### config.mk
export PLATFORM = sky130hd
export DESIGN_NAME = tile_neighbour_autotile_index_core
export DESIGN_NICKNAME = d
export VERILOG_FILES = /design/src/hdl/tnai_pkg.sv /design/src/hdl/tnai_classify.sv /design/src/hdl/tile_neighbour_autotile_index_core.sv
export VERILOG_INCLUDE_DIRS = /design/src /design/src/hdl
export SDC_FILE = /design/constraint.sdc
export NUM_CORES = 2
export LEC_CHECK = 0
export ABC_AREA = 1
export ABC_CLOCK_PERIOD_IN_PS = 12050
export BUFFER_PORTS_ARGS = -buffer_cell sky130_fd_sc_hd__buf_4
export CORE_ASPECT_RATIO = 0.75
export CORE_MARGIN = 3
export CORE_UTILIZATION = 50
export DETAILED_ROUTE_END_ITERATION = 12
export GPL_TIMING_DRIVEN = 0
export PLACE_DENSITY = 0.65
export SLEW_MARGIN = 10
export SYNTH_ARGS = -nofsm -noshare
export SYNTH_HDL_FRONTEND = slang
export SYNTH_SLANG_ARGS = --single-unit
### constraint.sdc
create_clock -name clk -period 12.05 [get_ports clk]
set_input_delay 1.8075 -clock clk [delete_from_list [all_inputs] [get_ports clk]]
set_output_delay 1.8075 -clock clk [all_outputs]
set_load 0.02 [all_outputs]
### src/hdl/assert_macros.svh
// Assertion macros shared by the autotile index RTL.
`ifndef ASSERT_MACROS_SVH
`define ASSERT_MACROS_SVH

// Implication checked on every rising clock edge, muted while reset is applied.
`define ASSERT_CLK(label, prop, msg) \
	label: assert property (@(posedge clk) disable iff (!arst_n) prop) else $error(msg);

// Condition that must never be seen on a clock edge outside reset.
`define ASSERT_NEVER(label, cond, msg) \
	label: assert property (@(posedge clk) disable iff (!arst_n) !(cond)) else $error(msg);

`endif

### src/hdl/tnai_pkg.sv
// Shared types, constants and neighbour slot codes of the autotile index block.
`timescale 1ns / 1ps
`default_nettype none

package tnai_pkg;

	// Default grid geometry
	localparam int DEF_GRID_COLS = 64;
	localparam int DEF_GRID_ROWS = 32;

	// Field widths
	localparam int TILE_COL_W = 6;
	localparam int TILE_ROW_W = 5;
	localparam int IDX_W      = 5;

	// Neighbour counts
	localparam int NEIGHBOURS      = 12;
	localparam int NEAR_NEIGHBOURS = 8;
	localparam int FIRST_DIAGONAL  = 4;
	localparam int CARDINALS       = 4;

	typedef logic [NEIGHBOURS-1:0] nb_mask_t;
	typedef logic [IDX_W-1:0]      atlas_idx_t;

	// Atlas index constants
	localparam atlas_idx_t DIAGONAL_BASE = 5'd16;
	localparam atlas_idx_t FULL_INDEX    = 5'd20;
	localparam atlas_idx_t NO_INDEX      = 5'd0;

	// Operation codes
	localparam logic OP_WRITE = 1'b0;
	localparam logic OP_QUERY = 1'b1;

	// Neighbour slots: cardinal, diagonal, two steps away
	localparam int NB_N  = 0;
	localparam int NB_W  = 1;
	localparam int NB_E  = 2;
	localparam int NB_S  = 3;
	localparam int NB_NW = 4;
	localparam int NB_NE = 5;
	localparam int NB_SW = 6;
	localparam int NB_SE = 7;
	localparam int NB_NN = 8;
	localparam int NB_WW = 9;
	localparam int NB_EE = 10;
	localparam int NB_SS = 11;

	// Five-row read window around the tile, top row first
	localparam int WINDOW_ROWS = 5;
	localparam int STEP_W      = 3;
	typedef logic [STEP_W-1:0] win_row_t;
	localparam win_row_t WR_UP2 = 3'd0;
	localparam win_row_t WR_UP1 = 3'd1;
	localparam win_row_t WR_MID = 3'd2;
	localparam win_row_t WR_DN1 = 3'd3;
	localparam win_row_t WR_DN2 = 3'd4;

endpackage

`default_nettype wire

### src/hdl/tnai_classify.sv
// Picks the atlas variant of a tile from its twelve-neighbour presence mask.
`timescale 1ns / 1ps
`default_nettype none

module tnai_classify (
	input  wire tnai_pkg::nb_mask_t   nb_mask,
	input  wire                       tile_vis,
	output tnai_pkg::atlas_idx_t      atlas_index
);
	import tnai_pkg::*;

	logic [NEAR_NEIGHBOURS-1:0]                near_missing;
	logic [NEAR_NEIGHBOURS-FIRST_DIAGONAL-1:0] diag_missing;
	logic [1:0]                                diag_slot;

	assign near_missing = ~nb_mask[NEAR_NEIGHBOURS-1:0];
	assign diag_missing = near_missing[NEAR_NEIGHBOURS-1:FIRST_DIAGONAL];

	// Which diagonal is the lone gap
	always_comb begin
		case (diag_missing)
			4'b0001: diag_slot = 2'd0;
			4'b0010: diag_slot = 2'd1;
			4'b0100: diag_slot = 2'd2;
			4'b1000: diag_slot = 2'd3;
			default: diag_slot = 2'd0;
		endcase
	end

	// Invisible tile gives no index; else lone diagonal gap first, then fully enclosed, else the cardinal bits
	always_comb begin
		if (!tile_vis) begin
			atlas_index = NO_INDEX;
		end else if (near_missing[FIRST_DIAGONAL-1:0] == '0 && $onehot(diag_missing)) begin
			atlas_index = DIAGONAL_BASE + IDX_W'(diag_slot);
		end else if (&nb_mask) begin
			atlas_index = FULL_INDEX;
		end else begin
			atlas_index = IDX_W'(nb_mask[CARDINALS-1:0]);
		end
	end

endmodule

`default_nettype wire

### src/hdl/tile_neighbour_autotile_index_core.sv
// Timing: after reset the map is cleared one grid row a cycle, with the input stalled.
// A query: the map is one row-wide memory with one read port, so the five rows around the tile
// are read one per cycle, then the mask is classified. A write is a read-modify-write of the
// tile's row. A request for a tile off the grid skips the reads. A new request is taken in the
// cycle the previous result moves to the output register; the output register lets the result
// wait for the consumer while the next request is being worked on.
`timescale 1ns / 1ps
`default_nettype none
`include "assert_macros.svh"

module tile_neighbour_autotile_index_core #(
	parameter int GRID_COLS = tnai_pkg::DEF_GRID_COLS,
	parameter int GRID_ROWS = tnai_pkg::DEF_GRID_ROWS
) (
	input  wire                                clk,
	input  wire                                arst_n,
	// Request channel
	input  wire                                in_valid,
	output logic                               in_stall,
	input  wire                                op,
	input  wire [tnai_pkg::TILE_COL_W-1:0]     tile_col,
	input  wire [tnai_pkg::TILE_ROW_W-1:0]     tile_row,
	input  wire                                set_visible,
	// Result channel
	output logic                               out_valid,
	input  wire                                out_stall,
	output logic                               tile_present,
	output tnai_pkg::atlas_idx_t               atlas_index,
	output tnai_pkg::nb_mask_t                 neighbour_bits
);
	import tnai_pkg::*;

	localparam int COL_W = $clog2(GRID_COLS);
	localparam int ROW_W = $clog2(GRID_ROWS);
	localparam int CP_W  = ((COL_W > TILE_COL_W) ? COL_W : TILE_COL_W) + 1;
	localparam int RP_W  = ((ROW_W > TILE_ROW_W) ? ROW_W : TILE_ROW_W) + 1;
	localparam logic [ROW_W-1:0] LAST_ROW  = ROW_W'(GRID_ROWS - 1);
	localparam win_row_t         LAST_STEP = STEP_W'(WINDOW_ROWS);

	localparam logic [1:0] ST_CLEAR = 2'd0;
	localparam logic [1:0] ST_IDLE  = 2'd1;
	localparam logic [1:0] ST_READ  = 2'd2;
	localparam logic [1:0] ST_DONE  = 2'd3;

	// Control
	logic [1:0]       state_q;
	win_row_t         step_q;
	logic [ROW_W-1:0] clr_row_q;
	logic             out_valid_q;

	// Request held for the duration of the item
	logic                  qry_q;
	logic                  vis_q;
	logic [TILE_COL_W-1:0] col_q;
	logic [TILE_ROW_W-1:0] row_q;
	nb_mask_t              mask_q;
	logic                  centre_q;

	// Map memory, one word per grid row
	logic [GRID_COLS-1:0] map_mem [GRID_ROWS];
	logic [GRID_COLS-1:0] rd_data_s1;
	logic                 rd_ok_s1;
	logic                 mem_re;
	logic                 mem_we;
	logic [ROW_W-1:0]     mem_raddr;
	logic [ROW_W-1:0]     mem_waddr;
	logic [GRID_COLS-1:0] mem_wdata;

	logic            accept;
	logic            out_load;
	logic            tile_in;
	logic            rd_issue;
	win_row_t        rd_off;
	logic [RP_W-1:0] rd_rp;
	logic            rd_row_ok;
	logic            cap;
	win_row_t        cap_off;
	logic [CP_W-1:0] cp_k [WINDOW_ROWS];
	logic [WINDOW_ROWS-1:0] colbit;
	atlas_idx_t      cls_index;

	// Handshake
	assign out_load = (state_q == ST_DONE) && (!out_valid_q || !out_stall);
	assign in_stall = !((state_q == ST_IDLE) || out_load);
	assign accept   = in_valid && !in_stall;
	assign tile_in  = (int'(tile_col) < GRID_COLS) && (int'(tile_row) < GRID_ROWS);

	// Row read issue: queries sweep the window, writes read the tile's own row
	assign rd_off    = qry_q ? step_q : WR_MID;
	assign rd_issue  = (state_q == ST_READ) && (qry_q ? (step_q < LAST_STEP) : (step_q == '0));
	assign rd_rp     = RP_W'(row_q) + RP_W'(rd_off);
	assign rd_row_ok = (rd_rp >= RP_W'(2)) && (int'(rd_rp) < GRID_ROWS + 2);
	assign mem_re    = rd_issue && rd_row_ok;
	assign mem_raddr = ROW_W'(rd_rp - RP_W'(2));

	// Row data is captured in the cycle after its read is issued
	assign cap     = (state_q == ST_READ) && (qry_q ? (step_q != '0) : (step_q == STEP_W'(1)));
	assign cap_off = qry_q ? (step_q - STEP_W'(1)) : WR_MID;

	// Presence of the five columns around the tile in the returned row
	always_comb begin
		for (int k = 0; k < WINDOW_ROWS; k++) begin
			cp_k[k]   = CP_W'(col_q) + CP_W'(k);
			colbit[k] = !rd_ok_s1 || !((cp_k[k] >= CP_W'(2)) && (int'(cp_k[k]) < GRID_COLS + 2))
				|| rd_data_s1[COL_W'(cp_k[k] - CP_W'(2))];
		end
	end

	// Write port: clearing pass, or the modified row of a write request
	always_comb begin
		mem_we    = 1'b0;
		mem_waddr = ROW_W'(row_q);
		mem_wdata = rd_data_s1;
		if (state_q == ST_CLEAR) begin
			mem_we    = 1'b1;
			mem_waddr = clr_row_q;
			mem_wdata = '0;
		end else if (cap && !qry_q) begin
			mem_we = 1'b1;
			mem_wdata[COL_W'(col_q)] = vis_q;
		end
	end

	// Map memory
	always_ff @(posedge clk) begin
		if (mem_we) begin
			map_mem[mem_waddr] <= mem_wdata;
		end
		if (mem_re) begin
			rd_data_s1 <= map_mem[mem_raddr];
		end
		if (rd_issue) begin
			rd_ok_s1 <= rd_row_ok;
		end
	end

	// Sequencer
	always_ff @(posedge clk or negedge arst_n) begin
		if (!arst_n) begin
			state_q     <= ST_CLEAR;
			step_q      <= '0;
			clr_row_q   <= '0;
			out_valid_q <= 1'b0;
		end else begin
			if (out_load) begin
				out_valid_q <= 1'b1;
			end else if (!out_stall) begin
				out_valid_q <= 1'b0;
			end
			unique case (state_q)
				ST_CLEAR: begin
					clr_row_q <= clr_row_q + ROW_W'(1);
					if (clr_row_q == LAST_ROW) begin
						state_q <= ST_IDLE;
					end
				end
				ST_IDLE: begin
					if (accept) begin
						state_q <= tile_in ? ST_READ : ST_DONE;
						step_q  <= '0;
					end
				end
				ST_READ: begin
					step_q <= step_q + STEP_W'(1);
					if (qry_q ? (step_q == LAST_STEP) : (step_q == STEP_W'(1))) begin
						state_q <= ST_DONE;
					end
				end
				ST_DONE: begin
					if (accept) begin
						state_q <= tile_in ? ST_READ : ST_DONE;
						step_q  <= '0;
					end else if (out_load) begin
						state_q <= ST_IDLE;
					end
				end
				default: state_q <= ST_IDLE;
			endcase
		end
	end

	// Request capture and neighbour mask assembly
	always_ff @(posedge clk) begin
		if (accept) begin
			qry_q    <= (op == OP_QUERY);
			vis_q    <= set_visible;
			col_q    <= tile_col;
			row_q    <= tile_row;
			mask_q   <= '0;
			centre_q <= 1'b0;
		end else if (cap) begin
			if (!qry_q) begin
				centre_q <= vis_q;
			end else begin
				case (cap_off)
					WR_UP2: mask_q[NB_NN] <= colbit[2];
					WR_UP1: begin
						mask_q[NB_NW] <= colbit[1];
						mask_q[NB_N]  <= colbit[2];
						mask_q[NB_NE] <= colbit[3];
					end
					WR_MID: begin
						mask_q[NB_WW] <= colbit[0];
						mask_q[NB_W]  <= colbit[1];
						centre_q      <= colbit[2];
						mask_q[NB_E]  <= colbit[3];
						mask_q[NB_EE] <= colbit[4];
					end
					WR_DN1: begin
						mask_q[NB_SW] <= colbit[1];
						mask_q[NB_S]  <= colbit[2];
						mask_q[NB_SE] <= colbit[3];
					end
					WR_DN2: mask_q[NB_SS] <= colbit[2];
					default: ;
				endcase
			end
		end
	end

	tnai_classify u_classify (
		.nb_mask     (mask_q),
		.tile_vis    (centre_q),
		.atlas_index (cls_index)
	);

	// Output register
	always_ff @(posedge clk) begin
		if (out_load) begin
			tile_present   <= centre_q;
			atlas_index    <= qry_q ? cls_index : NO_INDEX;
			neighbour_bits <= mask_q;
		end
	end

	assign out_valid = out_valid_q;

	// Checks
	`ASSERT_NEVER(a_no_write_in_query, (state_q == ST_READ) && qry_q && mem_we, "map written during a query")
	`ASSERT_CLK(a_clear_once, (state_q != ST_CLEAR) |=> (state_q != ST_CLEAR), "clearing pass re-entered")
	`ASSERT_CLK(a_query_full_window, (state_q == ST_DONE) && ($past(state_q) == ST_READ) && qry_q |-> ($past(step_q) == LAST_STEP), "query left the window early")
	`ASSERT_CLK(a_result_from_done, $rose(out_valid_q) |-> ($past(state_q) == ST_DONE), "result raised outside completion")
	`ASSERT_CLK(a_index_range, out_valid_q |-> (atlas_index <= FULL_INDEX), "atlas index out of range")

endmodule

`default_nettype wire

Word level (Yosys, flattened, before mapping)
Memories as Yosys holds them, arrays and structs flattened. A register that Yosys moved wholly into a read port is not among the register bits.
Cells that the tools add are included.

operators by class
  $add $sub $neg = 18
  order comparisons = 20
  equal/unequal tests = 21
  mux-type cells = 40
  bitwise gates (word level) = 1
  reductions and logical operators = 53

operators by type and width
  operator             number
  $mux 64              2
  $bwmux 64            1
  $lt 6x7->1 const B   7
  $bmux 1 s6           5
  $sub 6x2->6 const B  5
  $ge 7x2->1 const B   4
  $lt 7x7->1 const B   4
  $mux 1               17
  $mux 5               3
  $reduce_and 3->1     5
  $add 6x2->7 const B  2
  $logic_and 1x1->1    14
  $ge 6x2->1 const B   2
  $logic_or 1x1->1     12
  $reduce_and 12->1    1
  $logic_not 1->1      10
  $mux 2               5
  $ne 2x1->1 const B   5
  $eq 3x1->1 const B   3
  $mux 3               3
  $not 8->8            1
  $pmux 2 s4           1
  $add 6x1->7 const B  1
  $add 6x3->7 const B  1
  other kinds (32)     39

word-level totals
  logic and storage cells = 172
  memory bits (writable) = 2048
  register bits = 56
  output and inout port bits = 20
  memories = 1
  bits of input ports = 17

memory list
  memory   words  bits a word  rd ports  clocked after memory_dff  wr ports  line                                      source
  map_mem  32     64           1         1                         1         tile_neighbour_autotile_index_core.sv:60  logic [GRID_COLS-1:0] map_mem [GRID_ROWS];

Logic depth before layout (Yosys ltp)
  word-level depth = 8
  depth in mapped cells = 18
  gate-level depth less buffers = 15

Modules after synthesis
From an unflattened synthesis, not the netlist that was laid out.

unflattened totals
  cell total of the unflattened synthesis = 6892
  area, all modules = 88321.0 sq um

modules (own cells, without submodules)
  module                              area each (sq um)  instances  cells each  seq. area each (sq um)
  tile_neighbour_autotile_index_core  88072.0            1          6853        64917.3
  tnai_classify                       249.0              1          39          0.0

Worst setup path before layout
Ideal clock, no wire load.

  path kind = register to register
  from = reg qry_q
  to = reg rd_data_s1[0] (read register of map_mem), enable pin
  data required time = 11.406 ns
  buffers on the path = 1
  library setup time = 0.644 ns
  stages on the path, launching flop included = 12
  data arrival time = 7.942 ns
  setup slack = 3.464 ns
  clock period less this slack = 8.586 ns
  cells stage by stage = edfxtp_1 > buf_2 > nand2_1 > inv_1 > ha_1 > inv_1 > fa_1 > o21ai_0 > xor2_1 > nand4_1 > xor2_1 > nor4_1

on the way
  cells in the longest elaborated chain, start to end = 5
  elaborated cells on any way between the ends = 9
  those cells by class = 2 x add/sub; 2 x order compare; 2 x mux; 3 x reduce/logical

ends and longest elaborated chain
  item                                      line                                       source
  from (decl)                               tile_neighbour_autotile_index_core.sv:52   logic qry_q;
  from (signal assigned)                    tile_neighbour_autotile_index_core.sv:185  qry_q <= (op == OP_QUERY);
  $mux 3                                    tile_neighbour_autotile_index_core.sv:89   assign rd_off = qry_q ? step_q : WR_MID;
  $add 5x3->6                               tile_neighbour_autotile_index_core.sv:91   assign rd_rp = RP_W'(row_q) + RP_W'(rd_off);
  $ge 6x2->1 or $lt 6x6->1 (tied branches)  tile_neighbour_autotile_index_core.sv:92   assign rd_row_ok = (rd_rp >= RP_W'(2)) && (int'(rd_rp) < GRID_ROWS + 2);
  $logic_and 1x1->1                         tile_neighbour_autotile_index_core.sv:92
  $logic_and 1x1->1 (*)                     tile_neighbour_autotile_index_core.sv:93   assign mem_re = rd_issue && rd_row_ok;
  named net mem_re                          tile_neighbour_autotile_index_core.sv:63   logic mem_re;
  to (decl)                                 tile_neighbour_autotile_index_core.sv:61   logic [GRID_COLS-1:0] rd_data_s1;

The timed path passes the listed nets; every way through them passes the cells marked *.
A chain may end at the register's enable or synchronous reset.

Final worst setup path
  from = reg qry_q
  to = reg rd_data_s1[9] (read register of map_mem) (data pin)

on the way
  cells in the longest elaborated chain, start to end = 5
  elaborated cells on any way between the ends = 9
  those cells by class = 2 x add/sub; 2 x order compare; 2 x mux; 3 x reduce/logical

ends and longest elaborated chain
  item                                      line
  $mux 3                                    tile_neighbour_autotile_index_core.sv:89
  $add 5x3->6                               tile_neighbour_autotile_index_core.sv:91
  $ge 6x2->1 or $lt 6x6->1 (tied branches)  tile_neighbour_autotile_index_core.sv:92
  $logic_and 1x1->1                         tile_neighbour_autotile_index_core.sv:92
  $logic_and 1x1->1                         tile_neighbour_autotile_index_core.sv:93

Several ways; a longest one is shown, not always the timed one.

==> results.yml <==
cts:
  cts_root_buf: "clkbuf_16"
  cts.sinks: 2168
  tritoncts: "built"
  clockBufferDepth: 3
  postCtsSetupBuffers: 0
  post_cts_resize_count: 0
  cts_hold_buf: 0
  clock_latency_ns: 0.84
  cts_made_buffers: 197
  cts-htree-levels: 4
  path_clk_slew_ns: 0.07
critical_path:
  rr_worst_depth: 18
  worst-path-max-fanout: 10
  crit_path_end_kind: "register"
  cp.arrival_ns: 6.49
  critPathRequiredTime_ns: 12.66
  cpPeakStageDelay_ns: 0.91
  r2r_slack_ns: 6.17
  worst_path_max_delay_cell: "clkbuf_1"
  cp_common_cell: "inv_1"
  start_kind: "register"
  path_cells: "buf_2 -> nand2_1 -> inv_1 -> ha_1 -> inv_1 -> fa_1 -> xnor2_1 -> inv_1 -> ha_1 -> clkbuf_1 -> inv_1 -> clkbuf_2 -> clkbuf_1 -> o221ai_1 -> nand3_1 -> o21ai_0 -> nand2_1 -> nand2_1"
  crit_type: "register to register"
sta:
  tightestPinTransition_ns: 1.43
  drv_slew: 0
  rsz0062_at_grt: "no"
  clock.fmax_mhz: 170
  relSlewSlack_pct: 4.55
  clock_skew_ns: 0.0328
  setup_violations: 0
  min_period_ns: 5.88
  finalCritPeriodShare_pct: 48.8
  finalHoldViolations: 0
logic_synthesis:
  synth_cell_types: 47
  synthesis.nets: 6916
  syn_area_um2: 88200
  avgSynthCellArea_um2: 12.9
  synthFlopType: "edfxtp_1"
  ys_async_sr_fraction_pct: 0.507
  synth_edf_count: 2144
  synth_seq_area_share_pct: 73.6
  syn_inst: 6863
  ys_ff_latch: 2168
  synth_warnings: 0
global_route:
  grt_pass1_vias: 58500
  track_usage_pct: 33.6
  grt_pass1_wl_um: 434000
  grt_max_degree: 33
  overflow: 0
  antenna_found_initial: 22
pwr:
  ir_drop_mv: 0.217
  sw_frac_of_total_pct: 45.9
  power_density_nw_per_um2: 318
  internal-power_mw: 17.6
  p_leak_nw: 33.4
  power_switching_mw: 14.9
  seq_power_share_pct: 33.2
  pwr-share-clk_pct: 19.1
  pwr-share-comb_pct: 47.7
placement:
  dpl.hpwl_um: 222000
  gp_congestion: 0.985
  io_buffer_count: 36
  place_area_um2: 96100
route:
  vias: 63300
  dr.pass1.iters: 6
  wirelength_um: 310000
  wl_per_cell_um: 31.5
  route.detailed.drc: 0
  route.antenna.remaining_nets: 0
  avgViaCountPerCell: 6.44
  drtIter0Drc: 11500
floorplanning:
  start_util_pct: 50.7
  die_w_um: 491
  dieArea_um2: 182000
  ios: 37
  rows: 132
  fp.dieH_um: 370
  core-area_um2: 174000
min_path:
  holdPathStages: 0
  worstHoldPathType: "register to register"
finish:
  final_layout_size_suffix_gt1_share_pct: 10.3
  fillers: 13600
  syn_to_final_growth_pct: 16.0
  postLayoutCellArea_um2: 102000
  fin_util_pct: 58.8
  fin_nets: 7344
run:
  cap_viol_max_count: 0
status:
  outcome: "finished, final reports clean"
==> synth_stat cells (10+ instances only) <==
master / count / area share, %
a311oi_1: 57 / 0.57
inv_2: 10 / 0.043
nand3_1: 229 / 1.3
buf_1: 22 / 0.094
o21ai_0: 1188 / 6.7
nor3_1: 13 / 0.074
xor2_1: 15 / 0.15
nor2_1: 1142 / 4.9
clkbuf_1: 377 / 1.6
ha_1: 34 / 0.48
a21oi_1: 89 / 0.50
nand2_1: 665 / 2.8
inv_1: 105 / 0.45
dfxtp_1: 13 / 0.29
dfrtp_1: 11 / 0.31
or2_2: 18 / 0.13
o221ai_1: 512 / 5.1
o21ai_1: 45 / 0.26
edfxtp_1: 2144 / 73
buf_2: 91 / 0.52
==> layout make-up <==
class                      instances  area (um2)  share of cell area, %
sequential                      2168       64900                   63.4
multi-input combinational       4073       22100                   21.6
clock buffer                     244        5180                   5.06
timing repair buffer             229        3570                   3.49
tap                             2345        2930                   2.87
buffer                           503        2110                   2.06
clock inverter                   121        1100                   1.07
inverter                         119         447                  0.436
antenna                           22        55.1                 0.0538
==> critical path, delay by kind of cell, from the launching register on <==
family                     cells  cell delay [ns]
buffers and inverters          8             2.26
DFF                            1             0.32
and+or+nand+nor                4             0.77
xor gates and xnor gates       1             0.16
AOI/OAI and AO/OA              2             1.20
adders and majority gates      3             0.86
==> placed cells by master, fill, tap and decap left out, drive strengths merged, types with 2 or more instances in the layout <==
cell | Yosys | layout
edfxtp | 2144 | 2144
o21ai | 1234 | 1234
nor2 | 1147 | 1147
nand2 | 667 | 667
clkbuf | 377 | 621
o221ai | 512 | 512
buf | 126 | 355
nand3 | 230 | 230
inv | 115 | 121
clkinv | 4 | 100
a21oi | 89 | 89
a311oi | 57 | 57
ha | 34 | 34
diode | 0 | 22
or2 | 18 | 18
xor2 | 17 | 17
bufinv | 0 | 15
nor3 | 15 | 15
dfxtp | 13 | 13
dfrtp | 11 | 11
o211ai | 8 | 8
nor4 | 8 | 8
xnor2 | 6 | 6
nand4 | 6 | 6
a31oi | 5 | 5
o21a | 5 | 5
nand3b | 4 | 4
clkinvlp | 0 | 4
a211oi | 3 | 3
fa | 2 | 2
and2 | 2 | 2
==> cells by family (layout without fill, tap and decap cells) <==
group	after synthesis	in the layout	synth area share [%]
and+or+nand+nor	2099	2099	9.45
buffers and inverters	622	1216	2.86
other	0	22	0
adders and majority gates	36	36	0.527
xor gates and xnor gates	23	23	0.245
AOI/OAI and AO/OA	1915	1915	13.3
DFF	2168	2168	73.6
==> power by group through the flow <==
stage	sequential (mW)	combinational, mW	clock (mW)
floorplan	10.9	7.34	0
global placement	11.3	13.6	0
detailed placement	10.9	14.9	0
CTS	10.8	15.0	6.24
global route	10.8	16.3	6.55
finish	10.8	15.5	6.22
==> metal layers <==
metal / track usage (%) / routed length, um / share of wire (%)
met5: 0 / 268 / 0.087
met2: 46.8 / 128000 / 41
met4: 11.8 / 12200 / 3.9
met1: 49.9 / 124000 / 40
met3: 10.4 / 45400 / 15
==> sequential cells by signal, indices dropped and copies added, names as in the netlist, 2 cells and up <==
| signal | cells |
|---|---|
| atlas_index | 5 |
| clr_row_q | 5 |
| col_q | 6 |
| map_mem | 2048 |
| mask_q | 12 |
| neighbour_bits | 12 |
| rd_data_s1 | 64 |
| row_q | 5 |
| state_q | 2 |
| step_q | 3 |
==> through the flow <==
step	std cells	hold WS, ns	power [mW]	setup WS (ns)	setup TNS, ns
2_1_floorplan	6863	0.424	18.3	3.46	0
3_3_place_gp	9244	0.448	24.9	-2.55	-162.68
3_5_place_dp	9437	0.448	25.8	6.54	0
4_1_cts	9802	0.464	32.0	6.53	0
5_1_grt	9805	0.489	33.6	5.98	0
6_report	9824	0.461	32.5	6.17	0
==> path summary, 6_finish.rpt <==
kind / start / end
min in group asynchronous: arst_n / state_q[1]
max in group asynchronous: arst_n / clr_row_q[3]
setup reg to reg: qry_q / rd_data_s1[9]
hold / removal: mask_q[10] / neighbour_bits[10]
setup / recovery: qry_q / rd_data_s1[9]
hold reg to reg: mask_q[10] / neighbour_bits[10]
Power figures use the tool's default switching activity.
